<file path="config.mk">
export PLATFORM = sky130hd
export DESIGN_NAME = status_light_and_beeper_sequencer_core
export DESIGN_NICKNAME = d
export VERILOG_FILES = /design/src/hw/rtl/slbs_pkg.sv /design/src/hw/rtl/slbs_scale.sv /design/src/hw/rtl/slbs_front.sv /design/src/hw/rtl/slbs_state.sv /design/src/hw/rtl/status_light_and_beeper_sequencer_core.sv
export SDC_FILE = /design/constraint.sdc
export NUM_CORES = 2
export LEC_CHECK = 0
export ABC_AREA = 1
export BUFFER_PORTS_ARGS = -buffer_cell sky130_fd_sc_hd__buf_4
export CAP_MARGIN = 20
export CELL_PAD_IN_SITES_DETAIL_PLACEMENT = 1
export CELL_PAD_IN_SITES_GLOBAL_PLACEMENT = 2
export CORE_MARGIN = 3
export CORE_UTILIZATION = 39
export CTS_CLUSTER_SIZE = 40
export DETAILED_ROUTE_END_ITERATION = 8
export PLACE_DENSITY = 0.9
export SETUP_SLACK_MARGIN = 0.15
export SYNTH_ARGS = -nofsm -noshare
export SYNTH_HDL_FRONTEND = slang
export SYNTH_HIERARCHICAL = 1
export SYNTH_SLANG_ARGS = --single-unit
</file>
<file path="constraint.sdc">
create_clock -name clk_i -period 9.3 [get_ports clk_i]
set_clock_uncertainty 0.05 [all_clocks]
set_input_delay 1.395 -clock clk_i [delete_from_list [all_inputs] [get_ports clk_i]]
set_output_delay 1.395 -clock clk_i [all_outputs]
set_load 0.01 [all_outputs]
</file>
<file path="src/hw/rtl/slbs_pkg.sv">
// ----------------------------------------------------------------------------
// slbs_pkg
// Shared types, codes and constant-divider helpers for the status light and
// beeper sequencer.
// ----------------------------------------------------------------------------
package slbs_pkg;

  localparam int FULL_DUTY_DEF = 1000;

  localparam int NOW_W   = 32;
  localparam int SCALE_W = 7;
  localparam int DUTY_W  = 10;
  localparam int CFG_W   = 2;
  localparam int FULL_W  = 16;   // widest full-scale duty the block supports

  localparam logic [SCALE_W-1:0] PCT_MAX  = 7'd100;
  localparam logic [DUTY_W-1:0]  DUTY_SAT = 10'd1023;

  // floor(n/d) == (n * M) >> K, exact over the operand range
  localparam logic [23:0] M100   = 24'd10737419;    // n < 2^23, K = 30
  localparam int          K100   = 30;
  localparam logic [26:0] M1000  = 27'd68719477;    // n < 2^26, K = 36
  localparam int          K1000  = 36;
  localparam logic [28:0] M375   = 29'd366503876;   // n < 2^28, K = 37
  localparam int          K375   = 37;

  localparam logic [8:0]  LCM_DIV    = 9'd375;      // 6000 / 16
  localparam logic [12:0] BREATHE_P  = 13'd2000;
  localparam logic [12:0] BREATHE_H  = 13'd1000;
  localparam logic [12:0] BLINK_P    = 13'd600;
  localparam logic [12:0] BLINK_ON   = 13'd300;
  localparam logic [12:0] FLASH_P    = 13'd200;
  localparam logic [12:0] FLASH_ON   = 13'd100;
  localparam logic [31:0] BEEP_GAP   = 32'd2000;
  localparam logic [31:0] BEEP_LEN   = 32'd200;

  typedef enum logic [1:0] {
    OP_TICK     = 2'd0,
    OP_MODE     = 2'd1,
    OP_RECOVERY = 2'd2,
    OP_NONE     = 2'd3
  } op_e;

  typedef enum logic [2:0] {
    MODE_IDLE     = 3'd0,
    MODE_ARMED    = 3'd1,
    MODE_FLIGHT   = 3'd2,
    MODE_LANDED   = 3'd3,
    MODE_FAULT    = 3'd4,
    MODE_LOW_BATT = 3'd5,
    MODE_PYRO     = 3'd6
  } mode_e;

  typedef enum logic [CFG_W-1:0] {
    CFG_RED   = 2'd0,
    CFG_GREEN = 2'd1,
    CFG_BLUE  = 2'd2
  } cfg_idx_e;

  typedef struct packed {
    logic [1:0]       op;
    logic [NOW_W-1:0] now;
    logic [2:0]       mode;
    logic             en;
  } item_t;

  // what the front end hands to the state stage
  typedef struct packed {
    item_t             item;
    logic              blink_on;
    logic              flash_on;
    logic [DUTY_W-1:0] breathe;   // scaled blue breathe duty
  } front_t;

  function automatic logic [SCALE_W-1:0] pct_clamp(logic [SCALE_W-1:0] p);
    return (p > PCT_MAX) ? PCT_MAX : p;
  endfunction

  // floor(y / 100), saturated to the duty field
  function automatic logic [DUTY_W-1:0] div100_sat(logic [22:0] y);
    logic [46:0] prod;
    logic [16:0] quo;
    prod = 47'(y) * 47'(M100);
    quo  = prod[46:K100];
    return (quo > 17'(DUTY_SAT)) ? DUTY_SAT : quo[DUTY_W-1:0];
  endfunction

endpackage

</file>
<file path="src/hw/rtl/slbs_scale.sv">
// ----------------------------------------------------------------------------
// slbs_scale
// Brightness trim registers and the per-channel scaled full duty.
// ----------------------------------------------------------------------------
module slbs_scale #(
  parameter int FULL_DUTY = slbs_pkg::FULL_DUTY_DEF
) (
  input  logic                         clk_i,
  input  logic                         rst_ni,
  input  logic                         cfg_we_i,
  input  logic [slbs_pkg::CFG_W-1:0]   cfg_idx_i,
  input  logic [slbs_pkg::SCALE_W-1:0] cfg_data_i,
  output logic [slbs_pkg::SCALE_W-1:0] blue_pct_o,
  output logic [slbs_pkg::DUTY_W-1:0]  full_red_o,
  output logic [slbs_pkg::DUTY_W-1:0]  full_green_o,
  output logic [slbs_pkg::DUTY_W-1:0]  full_blue_o
);
  import slbs_pkg::*;

  localparam logic [FULL_W-1:0] FullVal = FULL_DUTY[FULL_W-1:0];

  logic [SCALE_W-1:0] scale_q [3];
  logic [22:0]        prod_q  [3];
  logic [DUTY_W-1:0]  full_q  [3];

  always_ff @(posedge clk_i or negedge rst_ni) begin
    if (!rst_ni) begin
      scale_q[0] <= PCT_MAX;
      scale_q[1] <= PCT_MAX;
      scale_q[2] <= PCT_MAX;
    end else if (cfg_we_i) begin
      unique case (cfg_idx_e'(cfg_idx_i))
        CFG_RED:   scale_q[0] <= cfg_data_i;
        CFG_GREEN: scale_q[1] <= cfg_data_i;
        CFG_BLUE:  scale_q[2] <= cfg_data_i;
        default: ;
      endcase
    end
  end

  // after a write the duties settle through prod_q and full_q; items take longer to reach the user
  always_ff @(posedge clk_i) begin
    for (int c = 0; c < 3; c++) begin
      prod_q[c] <= 23'(FullVal) * 23'(pct_clamp(scale_q[c]));
      full_q[c] <= div100_sat(prod_q[c]);
    end
  end

  assign blue_pct_o   = pct_clamp(scale_q[2]);
  assign full_red_o   = full_q[0];
  assign full_green_o = full_q[1];
  assign full_blue_o  = full_q[2];

endmodule

</file>
<file path="src/hw/rtl/slbs_front.sv">
// ----------------------------------------------------------------------------
// slbs_front
// Input register and the state-free time pipeline: time residues, blink and
// flash phases, and the scaled blue breathe duty.
// ----------------------------------------------------------------------------
module slbs_front #(
  parameter int FULL_DUTY = slbs_pkg::FULL_DUTY_DEF
) (
  input  logic                         clk_i,
  input  logic                         rst_ni,
  input  logic                         in_valid_i,
  output logic                         in_stall_o,
  input  slbs_pkg::item_t              in_item_i,
  input  logic [slbs_pkg::SCALE_W-1:0] blue_pct_i,
  output logic                         fr_valid_o,
  input  logic                         fr_ready_i,
  output slbs_pkg::front_t             fr_data_o
);
  import slbs_pkg::*;

  localparam int NST = 7;
  localparam logic [FULL_W-1:0] FullVal = FULL_DUTY[FULL_W-1:0];

  logic [NST-1:0] vld_q;
  logic [NST:0]   rdy;

  item_t       it_q [NST];
  logic [19:0] quo_q;        // (now >> 4) / 375
  logic [12:0] res_q;        // now % 6000
  logic [25:0] tprod_q;      // breathe ramp times full duty
  logic [15:0] tri_q;
  logic [22:0] bprod_q;
  logic [DUTY_W-1:0] breathe_q;
  logic [NST-1:3] blink_q, flash_q;

  // combinational logic between the stage registers
  logic [27:0] x28;
  logic [56:0] qprod;
  logic [27:0] rem28;
  logic [12:0] p2000, p600, p200;
  logic [9:0]  ramp;
  logic [52:0] tdiv;

  always_comb begin
    rdy[NST] = fr_ready_i;
    for (int i = NST - 1; i >= 0; i--) begin
      rdy[i] = !vld_q[i] || rdy[i+1];
    end
  end

  assign in_stall_o = !rdy[0];

  always_ff @(posedge clk_i or negedge rst_ni) begin
    if (!rst_ni) begin
      vld_q <= '0;
    end else begin
      if (rdy[0]) vld_q[0] <= in_valid_i;
      for (int i = 1; i < NST; i++) begin
        if (rdy[i]) vld_q[i] <= vld_q[i-1];
      end
    end
  end

  always_comb begin
    x28   = it_q[0].now[31:4];
    qprod = 57'(x28) * 57'(M375);
    rem28 = it_q[1].now[31:4] - 28'(29'(quo_q) * 29'(LCM_DIV));

    if (res_q >= 13'(2 * BREATHE_P))  p2000 = res_q - 13'(2 * BREATHE_P);
    else if (res_q >= BREATHE_P)      p2000 = res_q - BREATHE_P;
    else                              p2000 = res_q;
    ramp = (p2000 < BREATHE_H) ? p2000[9:0] : 10'(BREATHE_P - p2000);

    // residue less the highest multiple of 600 not above it
    p600 = res_q;
    for (int k = 1; k < 10; k++) begin
      if (res_q >= 13'(k) * BLINK_P) p600 = res_q - 13'(k) * BLINK_P;
    end
    if (p600 >= 13'(2 * FLASH_P))  p200 = p600 - 13'(2 * FLASH_P);
    else if (p600 >= FLASH_P)      p200 = p600 - FLASH_P;
    else                           p200 = p600;

    tdiv = 53'(tprod_q) * 53'(M1000);
  end

  always_ff @(posedge clk_i) begin
    if (rdy[0]) it_q[0] <= in_item_i;
    if (rdy[1]) begin
      it_q[1] <= it_q[0];
      quo_q   <= qprod[56:K375];
    end
    if (rdy[2]) begin
      it_q[2] <= it_q[1];
      res_q   <= {rem28[8:0], it_q[1].now[3:0]};
    end
    if (rdy[3]) begin
      it_q[3]    <= it_q[2];
      blink_q[3] <= (p600 < BLINK_ON);
      flash_q[3] <= (p200 < FLASH_ON);
    end
    if (rdy[3]) begin
      tprod_q <= 26'(ramp) * 26'(FullVal);
    end
    if (rdy[4]) begin
      it_q[4]    <= it_q[3];
      blink_q[4] <= blink_q[3];
      flash_q[4] <= flash_q[3];
      tri_q      <= tdiv[51:K1000];
    end
    if (rdy[5]) begin
      it_q[5]    <= it_q[4];
      blink_q[5] <= blink_q[4];
      flash_q[5] <= flash_q[4];
      bprod_q    <= 23'(tri_q) * 23'(blue_pct_i);
    end
    if (rdy[6]) begin
      it_q[6]    <= it_q[5];
      blink_q[6] <= blink_q[5];
      flash_q[6] <= flash_q[5];
      breathe_q  <= div100_sat(bprod_q);
    end
  end

  assign fr_valid_o          = vld_q[NST-1];
  assign fr_data_o.item      = it_q[NST-1];
  assign fr_data_o.blink_on  = blink_q[NST-1];
  assign fr_data_o.flash_on  = flash_q[NST-1];
  assign fr_data_o.breathe   = breathe_q;

endmodule

</file>
<file path="src/hw/rtl/slbs_state.sv">
// ----------------------------------------------------------------------------
// slbs_state
// Mode and beeper state, duty selection and the result register.
// ----------------------------------------------------------------------------
module slbs_state (
  input  logic                        clk_i,
  input  logic                        rst_ni,
  input  logic                        fr_valid_i,
  output logic                        fr_ready_o,
  input  slbs_pkg::front_t            fr_data_i,
  input  logic [slbs_pkg::DUTY_W-1:0] full_red_i,
  input  logic [slbs_pkg::DUTY_W-1:0] full_green_i,
  input  logic [slbs_pkg::DUTY_W-1:0] full_blue_i,
  output logic                        out_valid_o,
  input  logic                        out_stall_i,
  output logic [slbs_pkg::DUTY_W-1:0] red_duty_o,
  output logic [slbs_pkg::DUTY_W-1:0] green_duty_o,
  output logic [slbs_pkg::DUTY_W-1:0] blue_duty_o,
  output logic                        buzzer_active_o
);
  import slbs_pkg::*;

  // result register doubles as the held duties and the tone flag
  logic              out_valid_q, out_valid_d;
  logic [DUTY_W-1:0] red_q, red_d, green_q, green_d, blue_q, blue_d;
  logic              tone_q, tone_d;
  mode_e             mode_q, mode_d;
  logic              rec_en_q, rec_en_d;
  logic              phase_on_q, phase_on_d;
  logic [NOW_W-1:0]  last_q, last_d;

  logic       fire;
  item_t      it;
  logic [NOW_W-1:0] diff;

  assign fr_ready_o = !out_valid_q || !out_stall_i;
  assign fire       = fr_valid_i && fr_ready_o;
  assign it         = fr_data_i.item;
  assign diff       = it.now - last_q;

  always_comb begin
    out_valid_d = out_valid_q && out_stall_i;
    red_d       = red_q;
    green_d     = green_q;
    blue_d      = blue_q;
    tone_d      = tone_q;
    mode_d      = mode_q;
    rec_en_d    = rec_en_q;
    phase_on_d  = phase_on_q;
    last_d      = last_q;
    if (fire) begin
      out_valid_d = 1'b1;
      unique case (op_e'(it.op))
        OP_TICK: begin
          red_d   = '0;
          green_d = '0;
          blue_d  = '0;
          unique case (mode_q)
            MODE_IDLE:     green_d = full_green_i;
            MODE_ARMED:    blue_d  = fr_data_i.breathe;
            MODE_FLIGHT: begin
              red_d  = full_red_i;
              blue_d = full_blue_i;
            end
            MODE_LANDED: begin
              green_d = full_green_i;
              blue_d  = full_blue_i;
            end
            MODE_FAULT:    red_d = full_red_i;
            MODE_LOW_BATT: red_d = fr_data_i.blink_on ? full_red_i : '0;
            MODE_PYRO: begin
              if (fr_data_i.flash_on) begin
                red_d   = full_red_i;
                green_d = full_green_i;
                blue_d  = full_blue_i;
              end
            end
            default: ;
          endcase
          if (rec_en_q) begin
            if (!phase_on_q && diff >= BEEP_GAP) begin
              tone_d     = 1'b1;
              phase_on_d = 1'b1;
              last_d     = it.now;
            end else if (phase_on_q && diff >= BEEP_LEN) begin
              tone_d     = 1'b0;
              phase_on_d = 1'b0;
              last_d     = it.now;
            end
          end
        end
        OP_MODE: begin
          // undefined code and same mode are ignored
          if (it.mode <= MODE_PYRO && it.mode != mode_q) begin
            if (it.mode == MODE_ARMED)     tone_d = 1'b1;
            else if (mode_q == MODE_ARMED) tone_d = 1'b0;
            mode_d = mode_e'(it.mode);
          end
        end
        OP_RECOVERY: begin
          rec_en_d = it.en;
          if (!it.en) tone_d = 1'b0;
        end
        OP_NONE: ;
      endcase
    end
  end

  always_ff @(posedge clk_i or negedge rst_ni) begin
    if (!rst_ni) begin
      out_valid_q <= 1'b0;
      red_q       <= '0;
      green_q     <= '0;
      blue_q      <= '0;
      tone_q      <= 1'b0;
      mode_q      <= MODE_IDLE;
      rec_en_q    <= 1'b0;
      phase_on_q  <= 1'b0;
      last_q      <= '0;
    end else begin
      out_valid_q <= out_valid_d;
      red_q       <= red_d;
      green_q     <= green_d;
      blue_q      <= blue_d;
      tone_q      <= tone_d;
      mode_q      <= mode_d;
      rec_en_q    <= rec_en_d;
      phase_on_q  <= phase_on_d;
      last_q      <= last_d;
    end
  end

  assign out_valid_o     = out_valid_q;
  assign red_duty_o      = red_q;
  assign green_duty_o    = green_q;
  assign blue_duty_o     = blue_q;
  assign buzzer_active_o = tone_q;

endmodule

</file>
<file path="src/hw/rtl/status_light_and_beeper_sequencer_core.sv">
// ----------------------------------------------------------------------------
// status_light_and_beeper_sequencer_core
// RGB indication and locator-beep sequencer driven by ticks and events.
// ----------------------------------------------------------------------------
// Usage:
//   Input channel (in_valid_i / in_stall_o) carries one word per event: a
//   millisecond tick (now_ms_i), a mode change (mode_i) or a recovery beep
//   enable (enable_i), selected by operation_i. Every word yields exactly one
//   result word on the output channel (out_valid_o / out_stall_i): the held,
//   trimmed RGB duties and the buzzer flag.
//   Trim registers are written through cfg_we_i / cfg_idx_i / cfg_data_i
//   while the block is idle; trims above 100 act as 100. The scaled full
//   duties settle after a write, through a product and a full-duty register.
//   Path: a taken word passes seven front stages working out time residues
//   and the breathe ramp, the first of them loaded at the taking edge,
//   then the state stage and result register.
//   Throughput: one word per cycle while out_stall_i is low; set by the state
//   stage, which updates mode, beep phase and held duties once per word.
//   Reset: trims return to 100, mode to idle, duties and buzzer to zero, the
//   pipeline empties. No clearing pass is needed.
//   Receiver stall: the result register holds; the front keeps taking words
//   until all its stages are full, then in_stall_o rises.
// ----------------------------------------------------------------------------
module status_light_and_beeper_sequencer_core #(
  parameter int FULL_DUTY = slbs_pkg::FULL_DUTY_DEF
) (
  input  logic                         clk_i,
  input  logic                         rst_ni,
  input  logic                         in_valid_i,
  output logic                         in_stall_o,
  input  logic [1:0]                   operation_i,
  input  logic [slbs_pkg::NOW_W-1:0]   now_ms_i,
  input  logic [2:0]                   mode_i,
  input  logic                         enable_i,
  output logic                         out_valid_o,
  input  logic                         out_stall_i,
  output logic [slbs_pkg::DUTY_W-1:0]  red_duty_o,
  output logic [slbs_pkg::DUTY_W-1:0]  green_duty_o,
  output logic [slbs_pkg::DUTY_W-1:0]  blue_duty_o,
  output logic                         buzzer_active_o,
  input  logic                         cfg_we_i,
  input  logic [slbs_pkg::CFG_W-1:0]   cfg_idx_i,
  input  logic [slbs_pkg::SCALE_W-1:0] cfg_data_i
);
  import slbs_pkg::*;

  item_t              in_item;
  front_t             fr_data;
  logic               fr_valid, fr_ready;
  logic [SCALE_W-1:0] blue_pct;
  logic [DUTY_W-1:0]  full_red, full_green, full_blue;

  assign in_item.op   = operation_i;
  assign in_item.now  = now_ms_i;
  assign in_item.mode = mode_i;
  assign in_item.en   = enable_i;

  // trims and their scaled full-on duty per channel
  slbs_scale #(.FULL_DUTY(FULL_DUTY)) u_scale (
    .clk_i        (clk_i),
    .rst_ni       (rst_ni),
    .cfg_we_i     (cfg_we_i),
    .cfg_idx_i    (cfg_idx_i),
    .cfg_data_i   (cfg_data_i),
    .blue_pct_o   (blue_pct),
    .full_red_o   (full_red),
    .full_green_o (full_green),
    .full_blue_o  (full_blue)
  );

  // time-only work: no dependence on mode or beep state
  slbs_front #(.FULL_DUTY(FULL_DUTY)) u_front (
    .clk_i      (clk_i),
    .rst_ni     (rst_ni),
    .in_valid_i (in_valid_i),
    .in_stall_o (in_stall_o),
    .in_item_i  (in_item),
    .blue_pct_i (blue_pct),
    .fr_valid_o (fr_valid),
    .fr_ready_i (fr_ready),
    .fr_data_o  (fr_data)
  );

  // per-word state update and result register
  slbs_state u_state (
    .clk_i           (clk_i),
    .rst_ni          (rst_ni),
    .fr_valid_i      (fr_valid),
    .fr_ready_o      (fr_ready),
    .fr_data_i       (fr_data),
    .full_red_i      (full_red),
    .full_green_i    (full_green),
    .full_blue_i     (full_blue),
    .out_valid_o     (out_valid_o),
    .out_stall_i     (out_stall_i),
    .red_duty_o      (red_duty_o),
    .green_duty_o    (green_duty_o),
    .blue_duty_o     (blue_duty_o),
    .buzzer_active_o (buzzer_active_o)
  );

endmodule

</file>
Yosys cells after proc, flatten, opt, wreduce, memory -nomap -nowiden

Memory sizes are Yosys's and may differ from the RTL's.
Index checks and enable logic that the tools add are counted.

Magnitude comparators: 26
Reductions and logical operators: 40
Equal/unequal tests: 17
Mux-type cells: 52
Add/subtract/negate cells: 16
$mul: 12

Operators with widths:

| kind                   | number |
|---|---|
| $mul 23x24->47 const B | 4 |
| $mux 13                | 13 |
| $mux 10                | 8 |
| $gt 17x10->1 const B   | 4 |
| $mux 32                | 2 |
| $pmux 10 s3            | 2 |
| $mul 28x27->55 const B | 1 |
| $ge 13x12->1 const B   | 4 |
| $sub 13x12->13 const B | 4 |
| $mul 17x27->44 const B | 1 |
| $mul 7x7->14 const A   | 3 |
| $ge 13x11->1 const B   | 3 |
| $ge 13x13->1 const B   | 3 |
| $sub 13x11->13 const B | 3 |
| $sub 13x13->13 const B | 3 |
| $ge 32x11->1 const B   | 1 |
| $ge 32x8->1 const B    | 1 |
| $sub 32x32->32         | 1 |
| $mul 16x7->23          | 1 |
| $mux 1                 | 22 |
| $gt 7x7->1 const B     | 3 |
| $mux 7                 | 3 |
| $mul 20x9->9 const B   | 1 |
| $pmux 10 s2            | 1 |
| other kinds (35)       | 71 |

Memories kept: 3
Register bits after elaboration: 204
Input bits: 52
Output and inout port bits: 33
Logic and storage cells: 199
Bits in writable memories: 338

Memory list:

| memory         | depth | bits a word | read ports | clocked after Yosys merged registers in | write ports | RTL line         | text |
|---|---|---|---|---|---|---|---|
| u_front.it_q   | 7     | 38          | 7          | 0                                       | 7           | slbs_front.sv:27 | `item_t it_q [NST];` |
| u_scale.prod_q | 3     | 14          | 3          | 0                                       | 3           | slbs_scale.sv:23 | `logic [22:0] prod_q [3];` |
| u_scale.full_q | 3     | 10          | 3          | 0                                       | 3           | slbs_scale.sv:24 | `logic [DUTY_W-1:0] full_q [3];` |

Depth between registers and ports, before layout

Depth after elaboration: 14
Gate-level depth with buffers: 38
Depth with buffers taken out: 37

Cells and area by module

The synthesis kept the hierarchy.

By module, submodules not included:

| module     | cells each | area each (µm²) | times used | sequential area each (µm²) |
|---|---|---|---|---|
| slbs_front | 4238       | 44741.7         | 1          | 10655.2 |
| slbs_scale | 3118       | 26235.2         | 1          | 1978.1 |
| slbs_state | 996        | 6042.0          | 1          | 1726.7 |

Least setup slack after synthesis

OpenSTA, ideal clock, no wires.

Kind: in2out
Start: input port out_stall_i
End: output port in_stall_o
Arrival: 8.657 ns
Stages on the path: 14
Setup slack: -0.802 ns
Path buffers: 0
Data required time: 7.855 ns
Path through: nand2_1 nor2_1 inv_1 nor2_1 inv_1 nor2_1 inv_1 nor2_1 inv_1 nor2_1 inv_1 nor2_1 inv_1 nor2_1

Longest elaborated chain between the ends: 10

RTL lines:

| element            | RTL line                                     | text |
|---|---|---|
| start, declared    | status_light_and_beeper_sequencer_core.sv:36 | `input logic out_stall_i,` |
| $logic_not 1->1    | slbs_state.sv:36                             | `assign fr_ready_o = !out_valid_q \|\| !out_stall_i;` |
| $logic_or 1x1->1   | slbs_state.sv:36                             |  |
| $logic_or 1x1->1   | slbs_front.sv:47                             | `rdy[i] = !vld_q[i] \|\| rdy[i+1];` |
| via u_front.rdy[6] | slbs_front.sv:25                             | `logic [NST:0] rdy;` |
| $logic_or 1x1->1   | slbs_front.sv:47                             |  |
| via u_front.rdy[5] | slbs_front.sv:25                             |  |
| $logic_or 1x1->1   | slbs_front.sv:47                             |  |
| via u_front.rdy[4] | slbs_front.sv:25                             |  |
| $logic_or 1x1->1   | slbs_front.sv:47                             |  |
| via u_front.rdy[3] | slbs_front.sv:25                             |  |
| $logic_or 1x1->1   | slbs_front.sv:47                             |  |
| via u_front.rdy[2] | slbs_front.sv:25                             |  |
| $logic_or 1x1->1   | slbs_front.sv:47                             |  |
| via u_front.rdy[1] | slbs_front.sv:25                             |  |
| $logic_or 1x1->1   | slbs_front.sv:47                             |  |
| $logic_not 1->1    | slbs_front.sv:51                             | `assign in_stall_o = !rdy[0];` |
| end, declared      | status_light_and_beeper_sequencer_core.sv:30 | `output logic in_stall_o,` |

The timed path passes the listed nets, and every way through them passes these cells.

Worst setup path after layout

Start: register u_front.res_q[5]
End: register u_front.tprod_q[19] (data pin)

Longest elaborated chain between the ends: 6
Elaborated cells between the ends (all ways): 10
Classes of those cells: 3 x add/sub; 1 x mul; 3 x order compare; 3 x mux

RTL lines:

| element                                        | RTL line          | text |
|---|---|---|
| start, declared                                | slbs_front.sv:29  | `logic [12:0] res_q;` |
| start signal, assigned                         | slbs_front.sv:94  | `res_q <= {rem28[8:0], it_q[1].now[3:0]};` |
| $sub 13x11->13 or $ge 13x11->1 (tied branches) | slbs_front.sv:70  | `else if (res_q >= BREATHE_P) p2000 = res_q - BREATHE_P;` |
| $mux 13                                        | slbs_front.sv:70  |  |
| $mux 13 *                                      | slbs_front.sv:69  | `if (res_q >= 13'(2 * BREATHE_P)) p2000 = res_q - 13'(2 * BREATHE_P);` |
| $lt 13x10->1 or $sub 10x10->10 (tied branches) | slbs_front.sv:72  | `ramp = (p2000 < BREATHE_H) ? p2000[9:0] : 10'(BREATHE_P - p2000);` |
| $mux 10 *                                      | slbs_front.sv:72  |  |
| $mul 10x7->17 *                                | slbs_front.sv:102 | `tprod_q <= 26'(ramp) * 26'(FullVal);` |
| end signal, assigned                           | slbs_front.sv:102 |  |
| end, declared                                  | slbs_front.sv:30  | `logic [25:0] tprod_q;` |

Mark *: on every way between the ends. The rest lies on a longest branch, timed or not.
A chain may end at the register's enable or synchronous reset.

==> results.cfg <==
[status]
status = completed

[floorplanning]
die_w_um = 450
dieArea_mm2 = 0.203
io_pins = 85
die_h_um = 450
initial_utilization_pct = 39.4
core_mm2 = 0.196
rows = 162

[routing]
wl_met1_mm = 94.9
met2_length_mm = 104
vias = 55020
wirelength_mm = 210
avgViaCountPerCell = 4.93
first_iter_violations = 2474
wl_per_cell_um = 18.8
dr.pass1.iters = 5
wl_met3_mm = 6.28
topRoutingLayerUsed = met4
final_antenna_net_count = 0
post-route-drc-count = 0

[grt]
overflow = 0
grt_max_degree = 63
grt_usage_pct = 21.1
grt_pass1_wl_mm = 341
first_global_vias = 62700
grt_antenna_before_repair = 0

[worst_setup_path]
max_stage_delay_ps = 590
path_buf_inv = 9
slowest_stage = edfxtp_1
worst-setup-path-type = reg -> reg
cp_max_fo = 11
rrSetupSlack_ps = 980
worstPathArrival_ps = 8750
cpMostUsedCell = inv_1
start_kind = flop
r2r_cells = 35
critical_path_depth = 35
endpoint_kind = flop
crit_required_ps = 9740
cp_top_family = adder cells
reg2reg_to = u_front/tprod_q[19]$_DFFE_PP_
worstReg2RegStart = u_front/res_q[5]$_DFFE_PP_

[synth]
synth_area_mm2 = 0.0770
synthTopCellsByCount = inv_1, ha_1, nand2_1
synth_edf_count = 349
synthTopCellsByArea = fa_1, ha_1, edfxtp_1, inv_1, nand2_1
synthFlopType = edfxtp_1
synth_warnings = 6
ys_types = 74
synth.avg_cell_area_um2 = 9.22
synthDominantCellAreaShare_pct = 26.5
synth_top_cell_by_area = fa_1
ys_seq_area_share_pct = 18.6
syn_inst = 8352
synth_nets = 10887
synth_most_common_cell = inv_1
synth-seq-cells = 518
async_flop_share_pct = 18.7

[clocking]
cts_root_buffer = clkbuf_16
cts_buffers = 60
clk_pin_slew_ps = 60
clock-sinks = 518
insertion_delay_ps = 730
cts_resized = 0
cts_tree = yes
clockBufferDepth = 3
h-tree-depth = 2
postCtsSetupBuffers = 0
ctsHoldBuffers = 0

[min_path]
hold_end = u_front/it_q[6][5]$_DFFE_PP_
min_delay_path_depth = 0
worst_hold_path_type = reg -> reg
min_from = u_front/it_q[5][5]$_DFFE_PP_

[place]
dp_hpwl_mm = 182
place_ws_ps = 954
routabilityCongestion = 0.938
port_buffers = 84

[sta]
hold_violations = 0
setup_ws_ps = 983
rsz0062_at_grt = no
worstMarginPinSlew_ps = 971
finalCritPeriodShare_pct = 89.4
max_slew_margin_pct = 35.3
fmax_mhz = 120
slew_viol_final = 0
setup_viol = 0
fin_crit_ps = 8320
fin_setup_tns_ps = 0

[flow_run]
drv_cap = 0

[cells_and_area]
drive_gt1_share_pct = 5.22
syn_to_final_growth_pct = 7.62
nets = 11013
n_antenna_cell = 0
final_core_utilization_pct = 42.4
[layout make-up]
type / instances / area, µm²
clock buffers: 79 / 1620
clock inverters: 34 / 329
multi-input cells: 5662 / 54400
flip-flops and latches: 518 / 14400
fillers: 22687 / 113000
inverters: 2118 / 7990
repair buffers: 118 / 886
well taps: 2624 / 3280
[placed cells by master (no fill, tap or decap), types with 11 or more instances in the layout]
cell type | synthesis | final
clkinvlp_4 | 0 | 11
nand3_1 | 236 | 236
a21o_1 | 26 | 26
a31oi_1 | 27 | 27
nor3_1 | 34 | 34
o21ai_0 | 179 | 179
nor2_2 | 27 | 28
buf_4 | 13 | 118
dfrtp_1 | 88 | 88
xnor2_1 | 58 | 58
o211ai_1 | 12 | 12
o21bai_1 | 26 | 26
nor4_1 | 15 | 15
nand2_1 | 1375 | 1373
nor2_4 | 17 | 24
inv_2 | 25 | 25
nor2_1 | 369 | 361
xor2_1 | 122 | 122
nand3b_1 | 18 | 18
ha_1 | 1462 | 1462
fa_1 | 1021 | 1021
a21oi_1 | 348 | 348
inv_1 | 2086 | 2079
dfxtp_1 | 72 | 72
nand3_2 | 11 | 11
or2_2 | 12 | 12
nand2_2 | 58 | 60
clkbuf_16 | 0 | 61
clkbuf_1 | 27 | 15
edfxtp_1 | 349 | 349
nand4_1 | 75 | 75
[through the flow]
stage | hold slack [ps] | std cells | cell area, µm²
2_1_floorplan | 350 | 8352 | 77100
3_3_place_gp | 350 | 11039 | 80900
3_5_place_dp | 355 | 11039 | 80900
4_1_cts | 358 | 11152 | 82900
5_1_grt | 370 | 11153 | 82900
6_report | 355 | 11153 | 82900
[how the worst max path moves through the flow]
stage,from,to
2_1_floorplan,out_stall_i,in_stall_o
3_3_place_gp,u_front/res_q[5]$_DFFE_PP_,u_front/tprod_q[19]$_DFFE_PP_
3_5_place_dp,u_front/res_q[5]$_DFFE_PP_,u_front/tprod_q[19]$_DFFE_PP_
4_1_cts,u_front/res_q[5]$_DFFE_PP_,u_front/tprod_q[19]$_DFFE_PP_
5_1_grt,u_front/res_q[5]$_DFFE_PP_,u_front/tprod_q[19]$_DFFE_PP_
6_report,u_front/res_q[5]$_DFFE_PP_,u_front/tprod_q[19]$_DFFE_PP_
[metal layers]
layer / GRT usage [%] / vias up
li1: - / 26378
met1: 27.9 / 27702
met2: 37.5 / 714
met3: 1.80 / 226
met4: 4.39 / 0
met5: 0 / -
[sequential cells by signal (all words and copies together), names as in the netlist]
register	count
u_front/blink_q	4
u_front/bprod_q	20
u_front/breathe_q	10
u_front/flash_q	4
u_front/it_q	261
u_front/quo_q	9
u_front/res_q	13
u_front/tprod_q	17
u_front/tri_q	11
u_front/vld_q	7
u_scale/full_q	30
u_scale/prod_q	42
u_scale/scale_q	21
u_state/blue_duty_o	10
u_state/buzzer_active_o	1
u_state/green_duty_o	10
u_state/last_q	32
u_state/mode_q	3
u_state/out_valid_o	1
u_state/phase_on_q	1
u_state/rec_en_q	1
u_state/red_duty_o	10
[worst register-to-register path, delay by kind of cell, from the launching register on]
| family | cells | cell delay [ps] |
|---|---|---|
| flops | 1 | 590 |
| xor+xnor | 3 | 620 |
| buf+inv | 9 | 950 |
| simple gates | 6 | 690 |
| fa+ha+maj | 6 | 2800 |
| compound gates | 11 | 2350 |
[cells by family after synthesis]
logic type                 after synthesis  share of synthesized area, %
DFF                                    518                          18.6
adders and majority gates             2483                          50.3
and+or+nand+nor                       2294                          13.0
buffers and inverters                 2172                          10.8
AOI/OAI and AO/OA                      704                          5.22
xor gates and xnor gates               180                          2.05
muxes                                    1                        0.0146
Power is left out: the tool's default activity adds up to more than one toggle a clock period on the data nets, which glitch-free logic cannot reach.
